===== src/sxf_pkg.sv =====
// Shared constants, request codes, state type and draw plan struct for the
// sprite XOR framebuffer. No dependencies; every other file depends on this package.
package sxf_pkg;

  localparam int SCREEN_WIDTH  = 64;
  localparam int SCREEN_HEIGHT = 32;

  // Field widths of the request and response words.
  localparam int REQ_W    = 2;
  localparam int XPOS_W   = 8;
  localparam int YPOS_W   = 8;
  localparam int ROW_W    = 4;
  localparam int SPRITE_W = 8;
  localparam int RLINE_W  = 5;
  localparam int PIX_W    = SCREEN_WIDTH;

  // Line index of the store, and the width of an unclipped line number
  // (y + row + x/64 reaches 273).
  localparam int LINE_W = $clog2(SCREEN_HEIGHT);
  localparam int YL_W   = 9;
  localparam int COL_W  = $clog2(SCREEN_WIDTH);

  localparam logic [REQ_W-1:0] REQ_CLEAR = 2'd0;
  localparam logic [REQ_W-1:0] REQ_DRAW  = 2'd1;
  localparam logic [REQ_W-1:0] REQ_READ  = 2'd2;

  typedef enum logic [1:0] {
    ST_IDLE,
    ST_LINE0,
    ST_LINE1,
    ST_HOLD
  } sxf_state_t;

  // Decoded request: which lines to touch and the XOR masks for each.
  typedef struct packed {
    logic              is_clear;
    logic              is_draw;
    logic              is_read;
    logic              first;
    logic              ok0;
    logic              ok1;
    logic [LINE_W-1:0] addr0;
    logic [LINE_W-1:0] addr1;
    logic [PIX_W-1:0]  mask0;
    logic [PIX_W-1:0]  mask1;
  } sxf_plan_t;

endpackage


===== src/sxf_if.sv =====
// Valid/ready channel interfaces for the sprite XOR framebuffer request and
// response words. Depends on sxf_pkg for the field widths.
interface sxf_req_if;
  logic                         valid;
  logic                         ready;
  logic [sxf_pkg::REQ_W-1:0]    req_type;
  logic [sxf_pkg::XPOS_W-1:0]   x_pos;
  logic [sxf_pkg::YPOS_W-1:0]   y_pos;
  logic [sxf_pkg::ROW_W-1:0]    row_offset;
  logic [sxf_pkg::SPRITE_W-1:0] sprite_row;
  logic                         first_row;
  logic [sxf_pkg::RLINE_W-1:0]  read_line;

  modport source(output valid, req_type, x_pos, y_pos, row_offset, sprite_row,
                 first_row, read_line, input ready);
  modport sink(input valid, req_type, x_pos, y_pos, row_offset, sprite_row,
               first_row, read_line, output ready);
endinterface

interface sxf_rsp_if;
  logic                      valid;
  logic                      ready;
  logic                      collision;
  logic [sxf_pkg::PIX_W-1:0] line_pixels;

  modport source(output valid, collision, line_pixels, input ready);
  modport sink(input valid, collision, line_pixels, output ready);
endinterface


===== src/sprite_xor_framebuffer_unit.sv =====
// Sprite XOR framebuffer: 64x32 monochrome line store with XOR row drawing.
// A response word is registered at the end of the line-0 state after its request
// word is taken, or of the line-1 state for a draw whose sprite row spills into
// the next line. A new request is taken only in the idle state, once the last one
// has finished and its response has found the output register free; one store read and write per line.
// Reset: synchronous; all pixels off (per-line valid bits), collision flag clear.
module sprite_xor_framebuffer_unit import sxf_pkg::*; (
  input  logic      clk,
  input  logic      rst,
  sxf_req_if.sink   req,
  sxf_rsp_if.source rsp
);

  sxf_state_t        st;
  sxf_state_t        st_next;
  sxf_plan_t         plan;
  sxf_plan_t         plan_q;
  logic              collision_flag;
  logic              flag_next;
  logic              out_valid;
  logic              out_collision;
  logic [PIX_W-1:0]  out_pixels;
  logic [PIX_W-1:0]  hold_pixels;
  logic [PIX_W-1:0]  res_pixels;
  logic              out_free;
  logic              accept;
  logic              finish;
  logic              clear_all;
  logic              rd_en;
  logic [LINE_W-1:0] rd_addr;
  logic [PIX_W-1:0]  rd_data;
  logic              wr_en;
  logic [LINE_W-1:0] wr_addr;
  logic [PIX_W-1:0]  wr_data;

  // Decode the incoming word; the plan is captured when the word is taken.
  sxf_plan u_plan (
    .req_type  (req.req_type),
    .x_pos     (req.x_pos),
    .y_pos     (req.y_pos),
    .row_offset(req.row_offset),
    .sprite_row(req.sprite_row),
    .first_row (req.first_row),
    .read_line (req.read_line),
    .plan      (plan)
  );

  sxf_line_ram u_ram (
    .clk      (clk),
    .rst      (rst),
    .clear_all(clear_all),
    .rd_en    (rd_en),
    .rd_addr  (rd_addr),
    .rd_data  (rd_data),
    .wr_en    (wr_en),
    .wr_addr  (wr_addr),
    .wr_data  (wr_data)
  );

  // The output register is free when empty or being drained this cycle.
  assign out_free = !out_valid || rsp.ready;
  assign accept   = req.valid && req.ready;

  // Next state. A draw whose row spills over visits the second line; a result
  // that finds the output register full waits in the hold state.
  always_comb begin
    st_next = st;
    unique case (st)
      ST_IDLE: begin
        if (accept) begin
          st_next = ST_LINE0;
        end
      end
      ST_LINE0: begin
        if (plan_q.is_draw && plan_q.ok1) begin
          st_next = ST_LINE1;
        end else begin
          st_next = out_free ? ST_IDLE : ST_HOLD;
        end
      end
      ST_LINE1: begin
        st_next = out_free ? ST_IDLE : ST_HOLD;
      end
      ST_HOLD: begin
        if (out_free) begin
          st_next = ST_IDLE;
        end
      end
      default: st_next = ST_IDLE;
    endcase
  end

  // Outputs of the sequencer: store accesses, flag update and result.
  // The first line is read in the cycle the word is taken; its data is
  // XORed and written back the next cycle for a draw while the spill line is read.
  always_comb begin
    req.ready  = 1'b0;
    clear_all  = 1'b0;
    rd_en      = 1'b0;
    rd_addr    = plan.addr0;
    wr_en      = 1'b0;
    wr_addr    = plan_q.addr0;
    wr_data    = rd_data ^ plan_q.mask0;
    flag_next  = collision_flag;
    finish     = 1'b0;
    res_pixels = '0;
    unique case (st)
      ST_IDLE: begin
        req.ready = 1'b1;
        if (req.valid) begin
          clear_all = plan.is_clear;
          rd_en     = plan.ok0;
        end
      end
      ST_LINE0: begin
        if (plan_q.is_draw) begin
          wr_en     = plan_q.ok0;
          flag_next = (collision_flag && !plan_q.first)
                      || (plan_q.ok0 && (|(rd_data & plan_q.mask0)));
          if (plan_q.ok1) begin
            rd_en   = 1'b1;
            rd_addr = plan_q.addr1;
          end else begin
            finish = 1'b1;
          end
        end else begin
          finish = 1'b1;
          if (plan_q.is_read && plan_q.ok0) begin
            res_pixels = rd_data;
          end
        end
      end
      ST_LINE1: begin
        wr_en     = 1'b1;
        wr_addr   = plan_q.addr1;
        wr_data   = rd_data ^ plan_q.mask1;
        flag_next = collision_flag || (|(rd_data & plan_q.mask1));
        finish    = 1'b1;
      end
      ST_HOLD: begin
      end
      default: begin
      end
    endcase
  end

  always_ff @(posedge clk) begin
    if (rst) begin
      st             <= ST_IDLE;
      collision_flag <= 1'b0;
    end else begin
      st             <= st_next;
      collision_flag <= flag_next;
    end
  end

  always_ff @(posedge clk) begin
    if (accept) begin
      plan_q <= plan;
    end
  end

  // Response register, with a holding word for a result that finished while
  // the previous response was still waiting to be taken.
  always_ff @(posedge clk) begin
    if (rst) begin
      out_valid <= 1'b0;
    end else if (finish && out_free) begin
      out_valid <= 1'b1;
    end else if (st == ST_HOLD && out_free) begin
      out_valid <= 1'b1;
    end else if (rsp.ready) begin
      out_valid <= 1'b0;
    end
  end

  always_ff @(posedge clk) begin
    if (finish) begin
      if (out_free) begin
        out_collision <= flag_next;
        out_pixels    <= res_pixels;
      end else begin
        hold_pixels <= res_pixels;
      end
    end else if (st == ST_HOLD && out_free) begin
      out_collision <= collision_flag;
      out_pixels    <= hold_pixels;
    end
  end

  assign rsp.valid       = out_valid;
  assign rsp.collision   = out_collision;
  assign rsp.line_pixels = out_pixels;

endmodule


===== src/sxf_plan.sv =====
// Request decoder: turns one request word into line addresses and XOR masks.
// Depends on sxf_pkg.
module sxf_plan import sxf_pkg::*; (
  input  logic [REQ_W-1:0]    req_type,
  input  logic [XPOS_W-1:0]   x_pos,
  input  logic [YPOS_W-1:0]   y_pos,
  input  logic [ROW_W-1:0]    row_offset,
  input  logic [SPRITE_W-1:0] sprite_row,
  input  logic                first_row,
  input  logic [RLINE_W-1:0]  read_line,
  output sxf_plan_t           plan
);

  logic [YL_W-1:0]           line0;
  logic [YL_W-1:0]           line1;
  logic [YL_W-1:0]           rline;
  logic [PIX_W+SPRITE_W-1:0] wide;
  logic                      draw;
  logic                      rd;

  // A sprite row covers at most two stored lines: the part that fits in the
  // first line and the part that spills over the right edge into the next.
  assign line0 = YL_W'(y_pos) + YL_W'(row_offset) + YL_W'(x_pos[XPOS_W-1:COL_W]);
  assign line1 = line0 + YL_W'(1);
  assign rline = YL_W'(read_line);
  assign wide  = {sprite_row, {PIX_W{1'b0}}} >> x_pos[COL_W-1:0];
  assign draw  = (req_type == REQ_DRAW);
  assign rd    = (req_type == REQ_READ);

  always_comb begin
    plan.is_clear = (req_type == REQ_CLEAR);
    plan.is_draw  = draw;
    plan.is_read  = rd;
    plan.first    = first_row;
    plan.mask0    = wide[PIX_W+SPRITE_W-1:SPRITE_W];
    plan.mask1    = {wide[SPRITE_W-1:0], {(PIX_W-SPRITE_W){1'b0}}};
    plan.addr1    = line1[LINE_W-1:0];
    if (rd) begin
      plan.addr0 = rline[LINE_W-1:0];
      plan.ok0   = (rline < YL_W'(SCREEN_HEIGHT));
    end else begin
      plan.addr0 = line0[LINE_W-1:0];
      plan.ok0   = draw && (line0 < YL_W'(SCREEN_HEIGHT));
    end
    plan.ok1 = draw && (line1 < YL_W'(SCREEN_HEIGHT)) && (|wide[SPRITE_W-1:0]);
  end

endmodule


===== src/sxf_line_ram.sv =====
// Line store: one 64-bit word per display line, one read and one write port,
// registered read data, per-line valid bits for reset and clear. Uses sxf_pkg.
module sxf_line_ram import sxf_pkg::*; (
  input  logic              clk,
  input  logic              rst,
  input  logic              clear_all,
  input  logic              rd_en,
  input  logic [LINE_W-1:0] rd_addr,
  output logic [PIX_W-1:0]  rd_data,
  input  logic              wr_en,
  input  logic [LINE_W-1:0] wr_addr,
  input  logic [PIX_W-1:0]  wr_data
);

  logic [PIX_W-1:0]         mem [SCREEN_HEIGHT];
  logic [SCREEN_HEIGHT-1:0] line_valid;
  logic [PIX_W-1:0]         mem_q;
  logic                     valid_q;

  always_ff @(posedge clk) begin
    if (wr_en) begin
      mem[wr_addr] <= wr_data;
    end
    if (rd_en) begin
      mem_q <= mem[rd_addr];
    end
  end

  // A line that has not been written since reset or the last clear reads as
  // all pixels off.
  always_ff @(posedge clk) begin
    if (rst || clear_all) begin
      line_valid <= '0;
    end else if (wr_en) begin
      line_valid[wr_addr] <= 1'b1;
    end
  end

  always_ff @(posedge clk) begin
    if (rst) begin
      valid_q <= 1'b0;
    end else if (rd_en) begin
      valid_q <= line_valid[rd_addr];
    end
  end

  assign rd_data = valid_q ? mem_q : '0;

endmodule

===== src/flat_wrapper.sv =====
// flat-port wrapper written by rule: the top's interface ports become plain ports
module sprite_xor_framebuffer_unit_flat import sxf_pkg::*;
  (clk, rst, req_valid, req_req_type, req_x_pos, req_y_pos, req_row_offset, req_sprite_row, req_first_row, req_read_line, req_ready, rsp_valid, rsp_collision, rsp_line_pixels, rsp_ready);
  sxf_req_if req_i ();
  sxf_rsp_if rsp_i ();
  input  logic clk;
  input  logic rst;
  input wire logic [$bits(req_i.valid)-1:0] req_valid;
  input wire logic [$bits(req_i.req_type)-1:0] req_req_type;
  input wire logic [$bits(req_i.x_pos)-1:0] req_x_pos;
  input wire logic [$bits(req_i.y_pos)-1:0] req_y_pos;
  input wire logic [$bits(req_i.row_offset)-1:0] req_row_offset;
  input wire logic [$bits(req_i.sprite_row)-1:0] req_sprite_row;
  input wire logic [$bits(req_i.first_row)-1:0] req_first_row;
  input wire logic [$bits(req_i.read_line)-1:0] req_read_line;
  output wire logic [$bits(req_i.ready)-1:0] req_ready;
  output wire logic [$bits(rsp_i.valid)-1:0] rsp_valid;
  output wire logic [$bits(rsp_i.collision)-1:0] rsp_collision;
  output wire logic [$bits(rsp_i.line_pixels)-1:0] rsp_line_pixels;
  input wire logic [$bits(rsp_i.ready)-1:0] rsp_ready;
  assign req_i.valid = req_valid;
  assign req_i.req_type = req_req_type;
  assign req_i.x_pos = req_x_pos;
  assign req_i.y_pos = req_y_pos;
  assign req_i.row_offset = req_row_offset;
  assign req_i.sprite_row = req_sprite_row;
  assign req_i.first_row = req_first_row;
  assign req_i.read_line = req_read_line;
  assign req_ready = req_i.ready;
  assign rsp_valid = rsp_i.valid;
  assign rsp_collision = rsp_i.collision;
  assign rsp_line_pixels = rsp_i.line_pixels;
  assign rsp_i.ready = rsp_ready;
  sprite_xor_framebuffer_unit u_core (.clk(clk), .rst(rst), .req(req_i), .rsp(rsp_i));
endmodule

===== config.mk =====
export PLATFORM = sky130hd
export DESIGN_NAME = sprite_xor_framebuffer_unit_flat
export DESIGN_NICKNAME = d
export VERILOG_FILES = /design/src/sxf_pkg.sv /design/src/sxf_if.sv /design/src/sprite_xor_framebuffer_unit.sv /design/src/sxf_plan.sv /design/src/sxf_line_ram.sv /design/src/flat_wrapper.sv
export SDC_FILE = /design/constraint.sdc
export NUM_CORES = 2
export LEC_CHECK = 0
export BUFFER_PORTS_ARGS = -buffer_cell sky130_fd_sc_hd__buf_2
export CAP_MARGIN = 10
export CORE_MARGIN = 2
export CORE_UTILIZATION = 30
export CTS_BUF_LIST = sky130_fd_sc_hd__clkbuf_4
export DETAILED_ROUTE_END_ITERATION = 12
export PLACE_DENSITY_LB_ADDON = 0.1
export SYNTH_ARGS = -nofsm -noshare
export SYNTH_HDL_FRONTEND = slang
export SYNTH_SLANG_ARGS = --single-unit

===== constraint.sdc =====
create_clock -name clk -period 4.87 [get_ports clk]
set_clock_uncertainty 0.15 [all_clocks]
set_input_delay 0.7305 -clock clk [delete_from_list [all_inputs] [get_ports clk]]
set_output_delay 0.7305 -clock clk [all_outputs]
set_load 0.01 [all_outputs]

==> impl_metrics.env <==
export IMPL_holdWs_ps=253
export IMPL_grt_ovfl_total=0
export IMPL_avgSynthCellArea_um2=20.1
export IMPL_drive_gt1_share_pct=34.9
export IMPL_place_area_um2=101000
export IMPL_yosysWarningCount=0
export IMPL_p_per_area_nw_per_um2=433
export IMPL_finalMaxSlewViolations=0
export IMPL_path_buf_inv=7
export IMPL_dieArea_um2=316000
export IMPL_synthTopCellsByArea="edfxtp_1, mux4_2, nand2_1, mux2_2, ha_1"
export IMPL_gp_congestion=0.778
export IMPL_async_flop_share_pct=0
export IMPL_clockBufferDepth=4
export IMPL_cts_setup_buffers=0
export IMPL_cts_clk_slew_worst_paths_ps=60
export IMPL_finalSetupViolations=0
export IMPL_vdd_drop_max_mv=0.169
export IMPL_ys_seq_area_share_pct=75.6
export IMPL_io_pins=107
export IMPL_worst_pin_slew_ps=1130
export IMPL_dp_slack_ps=305
export IMPL_num_vias=50000
export IMPL_h_tree_depth=6
export IMPL_area_delta_synth_final_pct=18.4
export IMPL_syn_inst=4655
export IMPL_place_inst=8862
export IMPL_ys_flop_type="edfxtp_1"
export IMPL_synth_cell_types=69
export IMPL_port_buffers=106
export IMPL_worstPathRequired_ps=6100
export IMPL_fin_area_um2=111000
export IMPL_grt_pass1_vias=52900
export IMPL_wl_per_cell_um=29.8
export IMPL_critical_path_class="primary input to register"
export IMPL_nNetsFinal=5606
export IMPL_syn_nets=4780
export IMPL_crit_path_max_incr_delay_ps=620
export IMPL_netlist_area_leader_share_pct=74.8
export IMPL_cts_tree="done"
export IMPL_r2r_slack_ps=760
export IMPL_drcViolationCount=0
export IMPL_drt_first_pass_iters=5
export IMPL_dpl_hpwl_um=169000
export IMPL_synth_edff_count=2327
export IMPL_dieHeight_um=562
export IMPL_cpMostUsedCell="dlygate4sd3_1"
export IMPL_path_max_fanout=14
export IMPL_wl_um=301000
export IMPL_start_util_pct=30.2
export IMPL_cts_resized=0
export IMPL_cts_sinks=2364
export IMPL_hp_class="primary input to register"
export IMPL_power_leakage_nw=36.2
export IMPL_grt_max_degree=52
export IMPL_fin_crit_sh_pct=91.1
export IMPL_clock_latency_ps=1510
export IMPL_antenna_found_initial=18
export IMPL_hold_viol_final=0
export IMPL_grt_pass1_wl_um=419000
export IMPL_drt_iter0_drc=4528
export IMPL_core_area_um2=309000
export IMPL_crit_chain="dlygate4sd3_1, buf_2, inv_1, fa_1, dlygate4sd3_1, fa_1, nor2b_1, o21a_1, o21ai_0, o31ai_1, dlygate4sd3_1, a21o_4, buf_12, a311oi_1, dlygate4sd3_1"
export IMPL_slew_headroom_pct=24.6
export IMPL_cts_inserted_buffers=651
export IMPL_cp_top_family="buffers and inverters"
export IMPL_die_width_um=562
export IMPL_rsz0062_at_grt="false"
export IMPL_grt_usage_pct=18.9
export IMPL_crit_arrival_ps=5670
export IMPL_rows=204
export IMPL_final_cells=10100
export IMPL_cap_viol_max_count=0
export IMPL_synth_seq_cells=2364
export IMPL_period_minus_slack_ps=4440
export IMPL_num_fill_cells=29300
export IMPL_worst_path_max_delay_cell="dlygate4sd3_1"
export IMPL_drtAntennaViolNets=0
export IMPL_root_buffer="clkbuf_4"
export IMPL_max_clock_freq_mhz=225
export IMPL_synth_top_area_cell="edfxtp_1"
export IMPL_worst_slack_ps=431
export IMPL_startpoint_type="primary input"
export IMPL_via_per_inst=4.94
export IMPL_end_kind="register"
export IMPL_syn_cell_area_um2=93400
export IMPL_outcome="finished, final reports clean"
[power by group]
| part | total, mW | internal, mW | switching, mW |
|---|---|---|---|
| Sequential | 23.2 | 23.1 | 0.120 |
| Combinational | 6.52 | 2.59 | 3.93 |
| Clock | 18.2 | 9.50 | 8.73 |
| Total | 47.9 | 35.2 | 12.8 |
[cells in the final DEF, fill, tap and decap left out, types with 90 or more instances in the layout]
| cell type | n |
|---|---|
| clkinv_1 | 108 |
| buf_12 | 123 |
| edfxtp_1 | 2327 |
| mux2_2 | 132 |
| and2_1 | 142 |
| mux2i_1 | 90 |
| buf_2 | 106 |
| buf_4 | 102 |
| nand3_1 | 142 |
| mux4_2 | 512 |
| clkbuf_4 | 983 |
| nand2_1 | 431 |
[routing by layer]
metal	up-vias	share of wire, %	GRT usage [%]
met5	-	0.0043	0
met4	2	1.9	4.55
met3	397	5.0	3.27
met2	1514	49	31.2
met1	27000	44	25.8
li1	21100	-	-
[worst reg2reg max path: stages, from the launching register on]
cell and delay, ps:
dfxtp_1 410, inv_1 90, ha_1 290, nand3_2 260
buf_4 410, mux2i_1 220, a41oi_4 300, buf_12 270
buf_12 320, mux2i_1 140, mux2i_1 240, a22oi_1 140
a311oi_1 250, dlygate4sd3_1 570
[final cells by class]
class | count | area, um^2 | share of cell area, %
Timing Repair Buffer | 417 | 4620 | 4.18
Tap cell | 4120 | 5150 | 4.66
Inverter | 28 | 110 | 0.0995
Clock buffer | 983 | 7380 | 6.67
Sequential cell | 2364 | 70600 | 63.8
Clock inverter | 176 | 1040 | 0.940
Antenna cell | 7 | 17.5 | 0.0158
Multi-Input combinational cell | 2019 | 21700 | 19.6
[metrics by stage]
step | TNS, ps | power [mW] | utilization (%)
2_1_floorplan | -2630 | 27.7 | -
3_3_place_gp | 0 | 30.2 | 32.7
3_5_place_dp | 0 | 30.2 | 32.7
4_1_cts | 0 | 48.8 | 35.7
5_1_grt | 0 | 50.2 | 35.8
6_report | 0 | 47.9 | 35.8
[registers in the layout, summed over array words and instances (netlist names)]
signal and cells:
u_core.collision_flag 1, u_core.hold_pixels 64, u_core.plan_q 86, u_core.rsp.collision 1, u_core.rsp.line_pixels 64, u_core.rsp.valid 1
u_core.st 2, u_core.u_ram.line_valid 32, u_core.u_ram.mem 2048, u_core.u_ram.mem_q 64, u_core.u_ram.valid_q 1
[final timing paths]
kind | startpoint | depth (start not counted) | endpoint
min reg2reg | u_core.u_ram.line_valid[8] | 1 | u_core.u_ram.line_valid[8]
max reg2reg | u_core.st[1] | 13 | u_core.u_ram.valid_q
max | req_x_pos[7] | 15 | u_core.u_ram.valid_q
min | rst | 5 | u_core.u_ram.line_valid[17]
[cells by family after synthesis]
logic type	Yosys count	share of synthesized area, %
simple gates	979	4.95
fa+ha+maj	85	1.16
flops	2364	75.6
compound gates	215	1.74
buf+inv	272	1.56
mux	736	14.9
xor+xnor	4	0.0375
[Yosys cell counts, drive strengths merged, types with 33 or more instances]
| library cell | n |
|---|---|
| a32oi | 64 |
| and2 | 142 |
| and3 | 68 |
| buf | 121 |
| clkbuf | 123 |
| dfxtp | 37 |
| edfxtp | 2327 |
| ha | 82 |
| mux2 | 133 |
| mux2i | 91 |
| mux4 | 512 |
| nand2 | 432 |
| nand3 | 143 |
| nor2 | 115 |
| o21a | 34 |
| o21ai | 33 |
[timing repair]
item | 4_1_cts | 5_1_grt
setup endpoints to repair | 0 | 0
hold endpoints to repair | 289 | 0
hold buffers | 86 | 0
Power figures use the tool's default switching activity.
